## config.mk

```make
export PLATFORM = sky130hd
export DESIGN_NAME = sensor_block_average_convert
export DESIGN_NICKNAME = d
export VERILOG_FILES = /design/src/rtl/sbac_pkg.sv /design/src/rtl/sbac_front.sv /design/src/rtl/sbac_queue.sv /design/src/rtl/sbac_back.sv /design/src/rtl/sensor_block_average_convert.sv
export SDC_FILE = /design/constraint.sdc
export NUM_CORES = 1
export LEC_CHECK = 0
export BUFFER_PORTS_ARGS = -buffer_cell sky130_fd_sc_hd__buf_2
export CORE_MARGIN = 2
export CORE_UTILIZATION = 55
export DETAILED_ROUTE_END_ITERATION = 8
export HOLD_SLACK_MARGIN = 0.08
export PLACE_DENSITY = 0.71
export SKIP_CTS_REPAIR_TIMING = 1
export SKIP_LAST_GASP = 1
export SLEW_MARGIN = 20
export SYNTH_ARGS = -nofsm -noshare
export SYNTH_HDL_FRONTEND = slang
export SYNTH_SLANG_ARGS = --single-unit
export TNS_END_PERCENT = 100
```

## constraint.sdc

```tcl
create_clock -name clock -period 15.5 [get_ports clock]
set_input_delay 0.775 -clock clock [delete_from_list [all_inputs] [get_ports clock]]
set_output_delay 0.775 -clock clock [all_outputs]
set_load 0.02 [all_outputs]
```

## src/rtl/sbac_pkg.sv

```systemverilog
// shared types and constants for the block-average sensor converter
// used by sbac_front, sbac_queue, sbac_back and sensor_block_average_convert
// no dependencies
`default_nettype none

package sbac_pkg;

   // channel codes
   localparam int CHANNELS = 3;
   localparam logic [1:0] CH_TEMP  = 2'd0;
   localparam logic [1:0] CH_HUMID = 2'd1;
   localparam logic [1:0] CH_CO2   = 2'd2;

   // per-channel state widths (sum holds up to 16 * 1023)
   localparam int SUM_W   = 14;
   localparam int COUNT_W = 4;
   localparam int SAMPLE_W = 10;
   localparam int VALUE_W = 15;

   // queue between front and back
   localparam int QUEUE_DEPTH = 4;
   localparam int QPTR_W      = 2;
   localparam int QFILL_W     = 3;

   // average by reciprocal: sum * ceil(2^WIN_SHIFT / window) >> WIN_SHIFT
   localparam int WIN_SHIFT   = 24;
   localparam int WIN_RECIP_W = 25;
   localparam int WIN_PROD_W  = SUM_W + WIN_RECIP_W;

   // unit conversion: average times a scale, less an offset for temperature, then divided
   localparam int SCALED_W     = 22;
   localparam int AVG_W        = 10;
   localparam logic [11:0] SCALE_TH  = 12'd488;
   localparam logic [11:0] SCALE_CO2 = 12'd2440;
   localparam logic [SCALED_W-1:0] TEMP_OFFSET = 22'd50000;

   // final division by reciprocal, exact for every magnitude that can occur
   localparam int DIV_SHIFT = 32;
   localparam int RECIP_W   = 25;
   localparam int DIV_PROD_W = SCALED_W + RECIP_W;
   localparam int QUOT_W    = 14;
   localparam logic [RECIP_W-1:0] RECIP_TEMP  =
      RECIP_W'(((64'd1 << DIV_SHIFT) + 64'd999) / 64'd1000);
   localparam logic [RECIP_W-1:0] RECIP_HUMID =
      RECIP_W'(((64'd1 << DIV_SHIFT) + 64'd4999) / 64'd5000);
   localparam logic [RECIP_W-1:0] RECIP_CO2   =
      RECIP_W'(((64'd1 << DIV_SHIFT) + 64'd180) / 64'd181);

   // one completed window, as it travels through the queue
   typedef struct packed {
      logic [1:0]       chan;
      logic [SUM_W-1:0] sum;
   } win_entry_type;

   // head of the queue as the back part sees it
   typedef struct packed {
      logic          valid;
      win_entry_type entry;
   } queue_head_type;

endpackage

`default_nettype wire

```

## src/rtl/sbac_front.sv

```systemverilog
// front part: takes sample words, keeps per-channel running sums and counts
// and hands each completed window to the queue
// depends on sbac_pkg
`default_nettype none

module sbac_front #(
   parameter int WINDOW = 10
) (
   input  logic                        clock,
   input  logic                        reset,
   input  logic                        req_valid,
   output logic                        req_stall,
   input  logic [1:0]                  req_channel,
   input  logic [sbac_pkg::SAMPLE_W-1:0] req_sample,
   input  logic                        q_full,
   output logic                        push,
   output sbac_pkg::win_entry_type     push_entry
);
   import sbac_pkg::*;

   logic [SUM_W-1:0]   sum_ff   [CHANNELS];
   logic [SUM_W-1:0]   sum_in   [CHANNELS];
   logic [COUNT_W-1:0] count_ff [CHANNELS];
   logic [COUNT_W-1:0] count_in [CHANNELS];

   logic               accept;
   logic               chan_ok;
   logic [SUM_W-1:0]   new_sum;
   logic [COUNT_W-1:0] new_count;
   logic               fire;

   // word accepted whenever the queue has room
   assign req_stall = q_full;
   assign accept    = req_valid && !req_stall;
   assign chan_ok   = (req_channel == CH_TEMP) || (req_channel == CH_HUMID) ||
                      (req_channel == CH_CO2);

   // add the sample to its channel; window closes on reaching the length
   always_comb begin
      new_sum   = '0;
      new_count = '0;
      if (chan_ok) begin
         new_sum   = sum_ff[req_channel] + SUM_W'(req_sample);
         new_count = count_ff[req_channel] + COUNT_W'(1);
      end
   end

   assign fire = ({1'b0, new_count} >= 5'(WINDOW)) || (new_count == '0);

   // next state per channel
   always_comb begin
      for (int c = 0; c < CHANNELS; c++) begin
         sum_in[c]   = sum_ff[c];
         count_in[c] = count_ff[c];
         if (accept && chan_ok && (req_channel == 2'(c))) begin
            if (fire) begin
               sum_in[c]   = '0;
               count_in[c] = '0;
            end else begin
               sum_in[c]   = new_sum;
               count_in[c] = new_count;
            end
         end
      end
   end

   always_ff @(posedge clock) begin
      if (reset) begin
         for (int c = 0; c < CHANNELS; c++) begin
            sum_ff[c]   <= '0;
            count_ff[c] <= '0;
         end
      end else begin
         for (int c = 0; c < CHANNELS; c++) begin
            sum_ff[c]   <= sum_in[c];
            count_ff[c] <= count_in[c];
         end
      end
   end

   // completed window goes to the queue
   assign push            = accept && chan_ok && fire;
   assign push_entry.chan = req_channel;
   assign push_entry.sum  = new_sum;

`ifndef NO_ASSERTIONS
   a_count_below_window: assert property (@(posedge clock) disable iff (reset)
      ({1'b0, count_ff[0]} < 5'(WINDOW)) && ({1'b0, count_ff[1]} < 5'(WINDOW)) &&
      ({1'b0, count_ff[2]} < 5'(WINDOW)))
      else $error("window count reached the window length");
`endif

endmodule

`default_nettype wire

```

## src/rtl/sbac_queue.sv

```systemverilog
// short queue of completed windows between the front and back parts
// depends on sbac_pkg
`default_nettype none

module sbac_queue (
   input  logic                         clock,
   input  logic                         reset,
   input  logic                         push,
   input  sbac_pkg::win_entry_type      push_entry,
   output logic                         full,
   input  logic                         pop,
   output sbac_pkg::queue_head_type     head
);
   import sbac_pkg::*;

   win_entry_type        mem_ff [QUEUE_DEPTH];
   logic [QPTR_W-1:0]    wr_ptr_ff, wr_ptr_in;
   logic [QPTR_W-1:0]    rd_ptr_ff, rd_ptr_in;
   logic [QFILL_W-1:0]   fill_ff, fill_in;
   logic                 do_push;
   logic                 do_pop;

   assign full    = (fill_ff == QFILL_W'(QUEUE_DEPTH));
   assign do_push = push && !full;
   assign do_pop  = pop && (fill_ff != '0);

   // pointers and fill level
   always_comb begin
      wr_ptr_in = do_push ? wr_ptr_ff + QPTR_W'(1) : wr_ptr_ff;
      rd_ptr_in = do_pop  ? rd_ptr_ff + QPTR_W'(1) : rd_ptr_ff;
      fill_in   = fill_ff;
      if (do_push && !do_pop) begin
         fill_in = fill_ff + QFILL_W'(1);
      end else if (!do_push && do_pop) begin
         fill_in = fill_ff - QFILL_W'(1);
      end
   end

   always_ff @(posedge clock) begin
      if (reset) begin
         wr_ptr_ff <= '0;
         rd_ptr_ff <= '0;
         fill_ff   <= '0;
      end else begin
         wr_ptr_ff <= wr_ptr_in;
         rd_ptr_ff <= rd_ptr_in;
         fill_ff   <= fill_in;
      end
   end

   // storage
   always_ff @(posedge clock) begin
      if (do_push) begin
         mem_ff[wr_ptr_ff] <= push_entry;
      end
   end

   assign head.valid = (fill_ff != '0);
   assign head.entry = mem_ff[rd_ptr_ff];

`ifndef NO_ASSERTIONS
   a_no_push_when_full: assert property (@(posedge clock) disable iff (reset)
      push |-> !full)
      else $error("window pushed into a full queue");
   a_fill_in_range: assert property (@(posedge clock) disable iff (reset)
      fill_ff <= QFILL_W'(QUEUE_DEPTH))
      else $error("queue fill level out of range");
   a_pop_moves_head: assert property (@(posedge clock) disable iff (reset)
      (do_pop && !do_push) |=> (fill_ff == $past(fill_ff) - QFILL_W'(1)))
      else $error("pop did not lower the fill level");
`endif

endmodule

`default_nettype wire

```

## src/rtl/sbac_back.sv

```systemverilog
// back part: averages each completed window and converts it to units
// five-stage pipeline that stalls as a whole on the result channel
// depends on sbac_pkg
`default_nettype none

module sbac_back #(
   parameter int WINDOW = 10
) (
   input  logic                          clock,
   input  logic                          reset,
   input  sbac_pkg::queue_head_type      head,
   output logic                          pop,
   output logic                          rsp_valid,
   input  logic                          rsp_stall,
   output logic [1:0]                    rsp_out_channel,
   output logic signed [sbac_pkg::VALUE_W-1:0] rsp_value
);
   import sbac_pkg::*;

   localparam logic [WIN_RECIP_W-1:0] WIN_RECIP =
      WIN_RECIP_W'(((64'd1 << WIN_SHIFT) + 64'(WINDOW) - 64'd1) / 64'(WINDOW));

   logic                    adv;

   logic                    s1_valid_ff, s1_valid_in;
   logic [1:0]              s1_chan_ff, s1_chan_in;
   logic [WIN_PROD_W-1:0]   s1_prod_ff, s1_prod_in;

   logic                    s2_valid_ff, s2_valid_in;
   logic [1:0]              s2_chan_ff, s2_chan_in;
   logic [SCALED_W-1:0]     s2_scaled_ff, s2_scaled_in;

   logic                    s3_valid_ff, s3_valid_in;
   logic [1:0]              s3_chan_ff, s3_chan_in;
   logic                    s3_neg_ff, s3_neg_in;
   logic [SCALED_W-1:0]     s3_mag_ff, s3_mag_in;

   logic                    s4_valid_ff, s4_valid_in;
   logic [1:0]              s4_chan_ff, s4_chan_in;
   logic                    s4_neg_ff, s4_neg_in;
   logic [DIV_PROD_W-1:0]   s4_prod_ff, s4_prod_in;

   logic                    out_valid_ff, out_valid_in;
   logic [1:0]              out_chan_ff, out_chan_in;
   logic [VALUE_W-1:0]      out_value_ff, out_value_in;

   logic [AVG_W-1:0]        avg;
   logic [11:0]             scale;
   logic [RECIP_W-1:0]      recip;
   logic [QUOT_W-1:0]       quot;
   logic [VALUE_W-1:0]      quot_ext;

   // whole pipe moves unless a result word is held by the receiver
   assign adv = !out_valid_ff || !rsp_stall;
   assign pop = adv && head.valid;

   // stage 1: sum times window reciprocal
   assign s1_valid_in = head.valid;
   assign s1_chan_in  = head.entry.chan;
   assign s1_prod_in  = WIN_PROD_W'(head.entry.sum) * WIN_PROD_W'(WIN_RECIP);

   // stage 2: average times channel scale
   assign avg = s1_prod_ff[WIN_SHIFT +: AVG_W];
   always_comb begin
      case (s1_chan_ff)
         CH_CO2:  scale = SCALE_CO2;
         default: scale = SCALE_TH;
      endcase
   end
   assign s2_valid_in  = s1_valid_ff;
   assign s2_chan_in   = s1_chan_ff;
   assign s2_scaled_in = SCALED_W'(avg) * SCALED_W'(scale);

   // stage 3: temperature offset, split into sign and magnitude
   always_comb begin
      s3_neg_in = 1'b0;
      s3_mag_in = s2_scaled_ff;
      if (s2_chan_ff == CH_TEMP) begin
         if (s2_scaled_ff < TEMP_OFFSET) begin
            s3_neg_in = 1'b1;
            s3_mag_in = TEMP_OFFSET - s2_scaled_ff;
         end else begin
            s3_mag_in = s2_scaled_ff - TEMP_OFFSET;
         end
      end
   end
   assign s3_valid_in = s2_valid_ff;
   assign s3_chan_in  = s2_chan_ff;

   // stage 4: magnitude times divisor reciprocal
   always_comb begin
      case (s3_chan_ff)
         CH_TEMP:  recip = RECIP_TEMP;
         CH_HUMID: recip = RECIP_HUMID;
         default:  recip = RECIP_CO2;
      endcase
   end
   assign s4_valid_in = s3_valid_ff;
   assign s4_chan_in  = s3_chan_ff;
   assign s4_neg_in   = s3_neg_ff;
   assign s4_prod_in  = DIV_PROD_W'(s3_mag_ff) * DIV_PROD_W'(recip);

   // stage 5: quotient, sign restored, truncating toward zero
   assign quot         = s4_prod_ff[DIV_SHIFT +: QUOT_W];
   assign quot_ext     = {1'b0, quot};
   assign out_valid_in = s4_valid_ff;
   assign out_chan_in  = s4_chan_ff;
   assign out_value_in = s4_neg_ff ? (~quot_ext + VALUE_W'(1)) : quot_ext;

   // control registers
   always_ff @(posedge clock) begin
      if (reset) begin
         s1_valid_ff  <= 1'b0;
         s2_valid_ff  <= 1'b0;
         s3_valid_ff  <= 1'b0;
         s4_valid_ff  <= 1'b0;
         out_valid_ff <= 1'b0;
      end else if (adv) begin
         s1_valid_ff  <= s1_valid_in;
         s2_valid_ff  <= s2_valid_in;
         s3_valid_ff  <= s3_valid_in;
         s4_valid_ff  <= s4_valid_in;
         out_valid_ff <= out_valid_in;
      end
   end

   // payload registers
   always_ff @(posedge clock) begin
      if (adv) begin
         s1_chan_ff   <= s1_chan_in;
         s1_prod_ff   <= s1_prod_in;
         s2_chan_ff   <= s2_chan_in;
         s2_scaled_ff <= s2_scaled_in;
         s3_chan_ff   <= s3_chan_in;
         s3_neg_ff    <= s3_neg_in;
         s3_mag_ff    <= s3_mag_in;
         s4_chan_ff   <= s4_chan_in;
         s4_neg_ff    <= s4_neg_in;
         s4_prod_ff   <= s4_prod_in;
         out_chan_ff  <= out_chan_in;
         out_value_ff <= out_value_in;
      end
   end

   assign rsp_valid       = out_valid_ff;
   assign rsp_out_channel = out_chan_ff;
   assign rsp_value       = $signed(out_value_ff);

`ifndef NO_ASSERTIONS
   a_value_in_range: assert property (@(posedge clock) disable iff (reset)
      rsp_valid |-> (rsp_value >= -15'sd50) && (rsp_value <= 15'sd13791))
      else $error("converted value out of range");
   a_neg_only_temp: assert property (@(posedge clock) disable iff (reset)
      (s4_valid_ff && s4_neg_ff) |-> (s4_chan_ff == CH_TEMP))
      else $error("negative value on a channel other than temperature");
`endif

endmodule

`default_nettype wire

```

## src/rtl/sensor_block_average_convert.sv

```systemverilog
// Block-average sensor converter. Takes one sample word per cycle on req_,
// keeps a running sum per channel (0 temperature, 1 humidity, 2 CO2) and,
// each time a channel has taken WINDOW samples, gives one word on rsp_ with
// that channel and its average in degrees C, percent RH or ppm; channel 3 is
// taken and ignored. Sustained rate is one sample per cycle while the queue
// has room. The sample that closes a window passes through a four-entry queue
// of completed windows and then a five-stage conversion pipeline; req_stall
// rises only while that queue is full, which happens when rsp_stall holds the
// pipeline back.
// depends on sbac_pkg, sbac_front, sbac_queue, sbac_back
`default_nettype none

module sensor_block_average_convert #(
   parameter int WINDOW = 10
) (
   input  logic                                clock,
   input  logic                                reset,
   input  logic                                req_valid,
   output logic                                req_stall,
   input  logic [1:0]                          req_channel,
   input  logic [sbac_pkg::SAMPLE_W-1:0]       req_sample,
   output logic                                rsp_valid,
   input  logic                                rsp_stall,
   output logic [1:0]                          rsp_out_channel,
   output logic signed [sbac_pkg::VALUE_W-1:0] rsp_value
);
   import sbac_pkg::*;

   logic           push;
   win_entry_type  push_entry;
   logic           q_full;
   logic           pop;
   queue_head_type head;

   // accept and accumulate
   sbac_front #(
      .WINDOW (WINDOW)
   ) u_front (
      .clock       (clock),
      .reset       (reset),
      .req_valid   (req_valid),
      .req_stall   (req_stall),
      .req_channel (req_channel),
      .req_sample  (req_sample),
      .q_full      (q_full),
      .push        (push),
      .push_entry  (push_entry)
   );

   // completed windows waiting for conversion
   sbac_queue u_queue (
      .clock      (clock),
      .reset      (reset),
      .push       (push),
      .push_entry (push_entry),
      .full       (q_full),
      .pop        (pop),
      .head       (head)
   );

   // average and convert
   sbac_back #(
      .WINDOW (WINDOW)
   ) u_back (
      .clock           (clock),
      .reset           (reset),
      .head            (head),
      .pop             (pop),
      .rsp_valid       (rsp_valid),
      .rsp_stall       (rsp_stall),
      .rsp_out_channel (rsp_out_channel),
      .rsp_value       (rsp_value)
   );

endmodule

`default_nettype wire

```

==> results.toml, run 1 <==
[timing]
hold_viol_final = 0
worst_slew_pin_slew_ps = 939
fin_worst_skew_ps = 23.7
max_freq_mhz = 124
rsz0062_at_grt = "false"
final.period_utilization = 0.518
min_period_ps = 8030
setup_viol = 0
report.final.slew_viol_count = 0
setup_tns_ps = 0
hold_ws_ps = 447
slew_headroom = 0.372

[placed_design]
numPortBuffers = 34
gp_congestion = 0.942
placed_area_um2 = 27000
dpl.hpwl_mm = 48.7

[run_status]
run_status = "complete, no violations"

[logic_synthesis]
yosysMostFrequentCell = "inv_1"
synth_area_um2 = 26200
ys_seq_elements = 221
synth_fp_nets = 3186
synth_edf_count = 207
synth_top_area_share = 0.273
synth_common_cells = "574 x inv_1, 423 x ha_1, 357 x fa_1"
async_reset_ff_frac = 0
synthTopCellsByArea = "fa_1 27%, edfxtp_1 24%, ha_1 20%"
yosysSeqAreaShare = 0.248
yosys_warnings = 0
synthDistinctLibCells = 68
synth_flop_cell = "edfxtp_1"
synthesis.instances = 2390
synth_top_area_cell = "fa_1"
synth.avg_cell_area_um2 = 11.0

[global_route]
grt_pass1_wl_mm = 95.4
grt_pass1_vias = 18100
grt_overflow_total = 0
grt_use_total = 0.245
antenna_found_initial = 0
grt_max_degree = 62

[clock_network]
cts_buffers = 25
tritoncts = "done"
cts_root_buf = "clkbuf_16"
cts.sinks = 221
h-tree-depth = 1
clock_latency_ps = 550
cts.clk_slew.worst_paths_ps = 70
clockBufferDepth = 3

[die]
rows = 79
die_width_um = 222
io_pins = 35
dieArea_um2 = 49400
fp.dieH_um = 222
core_um2 = 46800
initial_core_util = 0.560

[worst_hold_path]
hold_path.startpoint = "u_back.out_chan_in[1]$_DFFE_PN_"
min_to = "u_back.rsp_out_channel[1]$_DFFE_PN_"
hold_class = "reg2reg"
min_path_cells = 0

[layout]
n_antenna_cell = 0
areaGrowthSynthToFinish_pct = 6.31
nets = 3217
layout-drive-gt1-share = 0.0480
n_fill_cell = 3883
ff_latch_area_um2 = 6500
stdcell_area_um2 = 27800
multi_input_area_um2 = 17400

[worst_setup_path]
cp.arrival_ps = 8330
r2r-end = "u_back.s4_prod_ff[45]$_DFFE_PN_"
worst-setup-path-type = "reg2reg"
critPathMaxStageDelay_ps = 750
crit_required_ps = 15800
path_delay_family = "adder cells"
worstPathBufferInverterCount = 5
cp_max_fo = 48
end_kind = "flop"
reg2reg_from = "u_back.s3_chan_ff[1]$_DFFE_PN_"
reg2reg_depth = 24
crit_path_start_kind = "flop"
worstPathCellList = "buf_4 > nand2b_1 > and2_1 > inv_1 > fa_1 > inv_1 > fa_1 > ha_1 > fa_1 > inv_1 > fa_1 > fa_1 > inv_1 > ha_1 > ha_1 > nand4_1 > a21oi_1 > a221o_1 > a311oi_1 > a31oi_1 > o21ai_1 > o21a_1 > mux2i_1 > nand4_1"
path_common_cell = "fa_1"
crit_slowest_cell = "nand2b_1"
reg2reg_slack_ps = 7470
critPathLaunch = "u_back.s3_chan_ff[1]$_DFFE_PN_"

[routing]
drtIter0Drc = 935
routed_wl_mm = 57.8
first_pass_iters = 6
wire_per_inst_um = 19.0
drtAntennaViolNets = 0
vias_per_cell = 5.40
vias = 16500
drc = 0

[flow_run]
cap_violations = 0
==> through the flow <==
step,util,worst slack [ps],std cells
6_report,0.595,7470,3047
5_1_grt,0.595,7210,3047
4_1_cts,0.595,7580,3047
3_5_place_dp,0.578,7580,3001
3_3_place_gp,0.578,7760,3001
2_1_floorplan,-,8670,2390
==> area by class of cell <==
| cell class | instances | share of cell area |
|---|---|---|
| clock buffer | 28 | 0.0229 |
| clock inverter | 18 | 0.00593 |
| inverter | 576 | 0.0777 |
| multi-input combinational | 1555 | 0.624 |
| sequential | 221 | 0.233 |
| tap | 607 | 0.0273 |
| timing repair buffer | 42 | 0.00827 |
==> how the worst max path moves through the flow <==
stage	endpoint	slack (ps)	depth (start not counted)
2_1_floorplan	u_back.s4_prod_ff[45]$_DFFE_PN_	8670	27
5_1_grt	u_back.s4_prod_ff[45]$_DFFE_PN_	7210	25
6_report	u_back.s4_prod_ff[45]$_DFFE_PN_	7470	24
4_1_cts	u_back.s4_prod_ff[45]$_DFFE_PN_	7580	24
3_3_place_gp	u_back.s4_prod_ff[45]$_DFFE_PN_	7760	25
3_5_place_dp	u_back.s4_prod_ff[45]$_DFFE_PN_	7580	24
==> layout by cell type (no fill, tap or decap), types with 4 or more instances in the layout <==
cell        Yosys  final
a2111oi_0       4      4
a211oi_1        7      7
a21o_1         21     21
a21oi_1        69     69
a31oi_1         6      6
and2_1         57     57
and3_1         23     23
buf_2           2     34
buf_4           1      8
clkbuf_16       0     25
clkinv_1        1      5
clkinv_4        0      4
clkinvlp_4      0      4
dfxtp_1        14     13
edfxtp_1      207    207
fa_1          357    357
ha_1          423    423
inv_1         574    574
mux2i_1        23     23
mux4_2         15     15
nand2_1       104    103
nand2b_1       29     29
nand3_1        29     29
nand4_1        10     10
nor2_1         87     86
nor2b_1        22     22
nor3_1         28     28
nor4_1          5      5
o211ai_1        5      5
o21a_1         14     14
o21ai_0        39     38
o21ai_1        17     18
o21bai_1        7      7
o31ai_1         7      6
or2_2           9      9
or3_1           7      7
xnor2_1        64     64
xor2_1         27     27
==> flip-flops by register name, summed over array words and instances (netlist names), 2 cells and up, named ones only <==
signal and cells:
u_queue.wr_ptr_ff 2, u_queue.rd_ptr_ff 2, u_back.s2_scaled_ff 19, u_back.out_chan_in 2, u_back.s4_prod_ff 14, u_queue.fill_ff 3
u_back.s3_chan_ff 2, u_back.rsp_out_channel 2, u_front.sum_ff 42, u_back.s2_chan_ff 2, u_back.s1_chan_ff 2, u_back.rsp_value 15
u_back.s1_prod_ff 10, u_queue.mem_ff 64, u_front.count_ff 12, u_back.s3_mag_ff 19
==> routing by layer <==
metal | GRT usage | share of wire | vias to the layer above
met5 | 0 | 0 | -
met4 | 0.0682 | 0.025 | 0
met3 | 0.0204 | 0.036 | 76
met2 | 0.434 | 0.51 | 327
met1 | 0.325 | 0.43 | 8266
li1 | - | - | 7799
==> cell families after synthesis <==
| kind of cell | after synthesis | synth area share |
|---|---|---|
| mux | 41 | 0.0240 |
| simple gates | 421 | 0.0809 |
| xor+xnor | 91 | 0.0304 |
| fa+ha+maj | 780 | 0.475 |
| compound gates | 222 | 0.0528 |
| flops | 221 | 0.248 |
| buf+inv | 614 | 0.0886 |
Power of run 1 is not shown: default switching activity piles up to over one toggle a cycle in this logic, so the estimate is an artifact.
==> run 2, diff against run 1 <==
Clock period 15.5 ns to 7.4 ns, I/O delays scaled along.
==> run 2 against run 1 <==
  * Die area unchanged
  * Critical path type unchanged
  * Final cell count increased by 0.69%
  * Register-to-register slack worse by 7200 ps
  * Via count up 1.2%
  * Core utilization is 0.61 points higher
==> results.toml, run 2 (synthesized netlist as in run 1, its figures left out) <==
[run_status]
run_status = "complete, no violations"

[timing]
worst_slew_pin_slew_ps = 1010
hold_viol_final = 0
fin_worst_skew_ps = 15.2
rsz0062_at_grt = "true"
slew_headroom = 0.322
max_freq_mhz = 140
setup_tns_ps = 0
min_period_ps = 7130
report.final.slew_viol_count = 0
setup_viol = 0
final.period_utilization = 0.964

[layout]
areaGrowthSynthToFinish_pct = 7.40
reg_top3 = "u_queue.mem_ff (64), u_front.sum_ff (42)"
n_antenna_cell = 0
layout-drive-gt1-share = 0.0597
final_cell_mix = "574 x inv_1, 423 x ha_1, 357 x fa_1"
stdcell_area_um2 = 28100
top_register = "u_queue.mem_ff"
nets = 3238
largest_reg_flops = 64
n_fill_cell = 3921
final_common_cell = "inv_1"

[global_route]
grt_use_total = 0.244
grt_overflow_total = 0
antenna_found_initial = 0
grt_max_degree = 67
grt_pass1_wl_mm = 94.8
grt_pass1_vias = 18300

[worst_setup_path]
end_kind = "flop"
worst-setup-path-type = "reg2reg"
cp_max_fo = 9
crit_required_ps = 7690
crit_path_start_kind = "flop"
cp.arrival_ps = 7430

[routing]
routed_wl_mm = 57.1
vias_per_cell = 5.43
vias = 16700
drtAntennaViolNets = 0
wire_per_inst_um = 18.6
drtIter0Drc = 872
first_pass_iters = 5
drc = 0

[clock_network]
cts_root_buf = "clkbuf_16"
cts_buffers = 25
cts.sinks = 221
h-tree-depth = 1
cts.clk_slew.worst_paths_ps = 60
clock_latency_ps = 550
clockBufferDepth = 3
tritoncts = "done"

[die]
io_pins = 35
die_width_um = 222
dieArea_um2 = 49400
core_um2 = 46800
rows = 79
fp.dieH_um = 222
initial_core_util = 0.560

[placed_design]
numPortBuffers = 34
gp_congestion = 0.955
dpl.hpwl_mm = 48.0
placed_area_um2 = 27200

[worst_hold_path]
hold_class = "in2reg"

[flow_run]
cap_violations = 0
==> run 2: cell types whose count changed in the layout (fill, tap and decap cells not counted), sizes merged <==
cell      before  now
clkinv        12    8
buf           42   63
bufinv         1    5
clkbuf        28   25
inv          577  578
clkinvlp       4    6
==> run 2: worst max-delay path, stage by stage, from the launching register on <==
cell and delay (ps):
edfxtp_1 430, or2_2 430, buf_4 200, nand2_1 100, inv_1 120, fa_1 490
fa_1 490, inv_1 50, fa_1 470, inv_1 50, fa_1 490, fa_1 530
fa_1 490, ha_1 310, ha_1 320, nand4_1 180, a211oi_1 340, a311oi_2 90
buf_4 170, a31oi_2 290, o21ai_1 100, buf_4 160, a211o_1 310, o21bai_1 170
xor2_1 80
==> run 2: metal layers <==
metal / vias up / wire [um] / track usage / share of wire
met1: 8339 / 24300 / 0.318 / 0.43
met4: 0 / 1730 / 0.0728 / 0.030
li1: 7841 / - / - / -
met2: 386 / 28400 / 0.424 / 0.50
met3: 99 / 2590 / 0.0339 / 0.045
met5: - / 0 / 0 / 0
==> run 2: stage by stage <==
stage	util	hold WS, ps	std cells	setup WS (ps)
after floorplan	-	400	2390	565
after global placement	0.581	406	3022	226
after detailed placement	0.581	405	3022	173
after CTS	0.601	143	3068	120
after global routing	0.601	167	3068	-40.0
final	0.601	163	3068	266
==> run 2: area by class of cell <==
type | instances | area (um2) | area share
Clock inverter | 21 | 287 | 0.0102
Clock buffer | 25 | 626 | 0.0223
Timing Repair Buffer | 63 | 388 | 0.0138
Tap cell | 607 | 759 | 0.0270
Inverter | 576 | 2160 | 0.0769
Sequential cell | 221 | 6500 | 0.231
Multi-Input combinational cell | 1555 | 17400 | 0.619
==> run 2: final timing paths <==
path                                       to  slack (ps)  cells after the start                           start
max           u_back.s4_prod_ff[39]$_DFFE_PN_         270                     24  u_back.s3_chan_ff[1]$_DFFE_PN_
min          u_back.out_valid_in$_SDFFE_PP0N_         160                      3                       rsp_stall
max reg2reg   u_back.s4_prod_ff[39]$_DFFE_PN_         270                     24  u_back.s3_chan_ff[1]$_DFFE_PN_
min reg2reg        u_back.s4_neg_ff$_DFFE_PN_         420                      0  u_back.s3_neg_ff$_SDFFCE_PP0N_
Power of run 2 is left out for the same reason.
==> run 3, diff against run 2 <==
Settings changed: ABC_AREA from default to 1, CAP_MARGIN from default to 0, CORE_MARGIN 2 to 1.
==> run 3 against run 2 <==
  * Via count up 23%
  * Core utilization down 0.46 points
  * Worst hold slack better by 81 ps
  * Critical path depth down 4
  * Maximum frequency increased by 4.8%
  * Global-route usage is 3.7 points higher
  * Synthesized cell count grew 30%
  * Critical path type unchanged
==> results.toml, run 3 <==
[routing]
vias_per_cell = 5.34
drtIter0Drc = 1319
wl_met1_mm = 29.1
first_pass_iters = 6
top_layer = "met4"
drtAntennaViolNets = 0
drc = 0
vias = 20500
wl_met3_mm = 3.10
dr_wl_met2_mm = 34.6
routed_wl_mm = 69.8
wire_per_inst_um = 18.2

[global_route]
grt_max_degree = 62
antenna_found_initial = 0
grt_pass1_wl_mm = 115
grt_use_total = 0.280
grt_pass1_vias = 21900
grt_overflow_total = 0

[logic_synthesis]
synth_flop_cell = "edfxtp_1"
synth_fp_nets = 3893
synth_top_area_cell = "fa_1"
synthDistinctLibCells = 48
synth_common_cells = "762 x inv_1, 478 x nand2_1, 423 x ha_1"
synthesis.instances = 3097
yosysSeqAreaShare = 0.232
yosys_warnings = 0
async_reset_ff_frac = 0
synth.avg_cell_area_um2 = 9.06
synth_top_area_share = 0.255
synth_area_um2 = 28100
synthTopCellsByArea = "fa_1 25%, edfxtp_1 22%, ha_1 19%"
yosysMostFrequentCell = "inv_1"
ys_seq_elements = 221
synth_edf_count = 207

[layout]
final_common_cell = "inv_1"
reg_top3 = "u_queue.mem_ff (64), u_front.sum_ff (42)"
layout-drive-gt1-share = 0.0439
n_fill_cell = 4335
top_register = "u_queue.mem_ff"
n_antenna_cell = 0
nets = 3941
final_cell_mix = "762 x inv_1, 477 x nand2_1, 423 x ha_1"
largest_reg_flops = 64
areaGrowthSynthToFinish_pct = 6.91

[clock_network]
tritoncts = "done"
cts_buffers = 27
clockBufferDepth = 3
cts.clk_slew.worst_paths_ps = 60
h-tree-depth = 1
cts_root_buf = "clkbuf_16"
clock_latency_ps = 580
cts.sinks = 221

[timing]
slew_headroom = 0.343
setup_slack_ps = 595
setup_viol = 0
max_freq_mhz = 147
final.period_utilization = 0.920
worst_slew_pin_slew_ps = 984
rsz0062_at_grt = "false"
fin_worst_skew_ps = 38.1
setup_tns_ps = 0
min_period_ps = 6800
report.final.slew_viol_count = 0
hold_viol_final = 0

[worst_setup_path]
end_kind = "flop"
critPathMaxStageDelay_ps = 620
cp_max_fo = 26
cp.arrival_ps = 7150
worst-setup-path-type = "reg2reg"
crit_slowest_cell = "fa_1"
crit_required_ps = 7740
path_common_cell = "fa_1"
worstPathCellList = "nor2_2 > buf_4 > nor2_1 > fa_1 > fa_1 > inv_1 > fa_1 > inv_1 > fa_1 > fa_1 > fa_1 > ha_1 > ha_1 > nand2_1 > nor2_1 > inv_1 > nor3_1 > nand4_1 > nand4_1 > nand2_1"
crit_path_start_kind = "flop"

[placed_design]
post-place-ws_ps = 598
dpl.hpwl_mm = 60.1
gp_congestion = 1.07
numPortBuffers = 34

[die]
rows = 82
fp.dieH_um = 228
dieArea_um2 = 51900
core_um2 = 50300
die_width_um = 228
io_pins = 35
initial_core_util = 0.558

[worst_hold_path]
hold_class = "in2reg"

[run_status]
run_status = "complete, no violations"

[flow_run]
cap_violations = 0
## run 3: cell count changes after synthesis, moves of 48 or more
| cell | previous run | this run |
|---|---|---|
| inv_1 | 574 | 762 |
| nand3_1 | 29 | 95 |
| xnor2_1 | 64 | 16 |
| and2_1 | 57 | 1 |
| nor2_1 | 87 | 298 |
| nand2_1 | 104 | 478 |
## run 3: final cells by class
cell class | instances | area, um2 | share of cell area
inverters | 770 | 2890 | 0.0963
repair buffers | 53 | 315 | 0.0105
clock buffers | 31 | 691 | 0.0230
clock inverters | 18 | 228 | 0.00759
well taps | 672 | 841 | 0.0280
flip-flops and latches | 221 | 6500 | 0.217
multi-input cells | 2072 | 18500 | 0.618
## run 3: per-stage QoR
stage	util	hold WS [ps]	instance area, um2	cells
2_1_floorplan	-	400	28100	3097
6_report	0.597	244	30000	3837
4_1_cts	0.597	-15.5	30000	3836
3_3_place_gp	0.578	441	29100	3787
3_5_place_dp	0.578	444	29100	3787
5_1_grt	0.597	240	30000	3837
## run 3: path summary, 6_finish.rpt
check	from	end	slack (ps)	cells after the start
hold / removal	req_channel[0]	u_queue.mem_ff[1][14]$_DFFE_PP_	240	1
hold reg to reg	u_back.s2_chan_ff[0]$_DFFE_PN_	u_back.s3_chan_ff[0]$_DFFE_PN_	460	0
setup / recovery	u_back.s3_chan_ff[0]$_DFFE_PN_	u_back.s4_prod_ff[44]$_DFFE_PN_	600	20
setup reg to reg	u_back.s3_chan_ff[0]$_DFFE_PN_	u_back.s4_prod_ff[44]$_DFFE_PN_	600	20
## run 3: worst max-delay path, delay by kind of cell (launching register included)
family | cells | cell delay (ps)
flip-flops | 1 | 580
buffers and inverters | 4 | 450
AND/OR/NAND/NOR | 8 | 1780
adder cells (fa/ha/maj) | 8 | 3800
## run 3: cell families after synthesis
group / Yosys count / synth area share
compound gates: 269 / 0.0542
xor+xnor: 61 / 0.0190
fa+ha+maj: 780 / 0.443
buf+inv: 804 / 0.109
flops: 221 / 0.232
simple gates: 962 / 0.143
## run 3: routing by layer
layer | vias to the layer above | GRT usage
li1 | 9789 | -
met1 | 10000 | 0.357
met2 | 538 | 0.494
met3 | 149 | 0.0250
met4 | 0 | 0.110
met5 | - | 0
Power of run 3 is left out for the same reason.
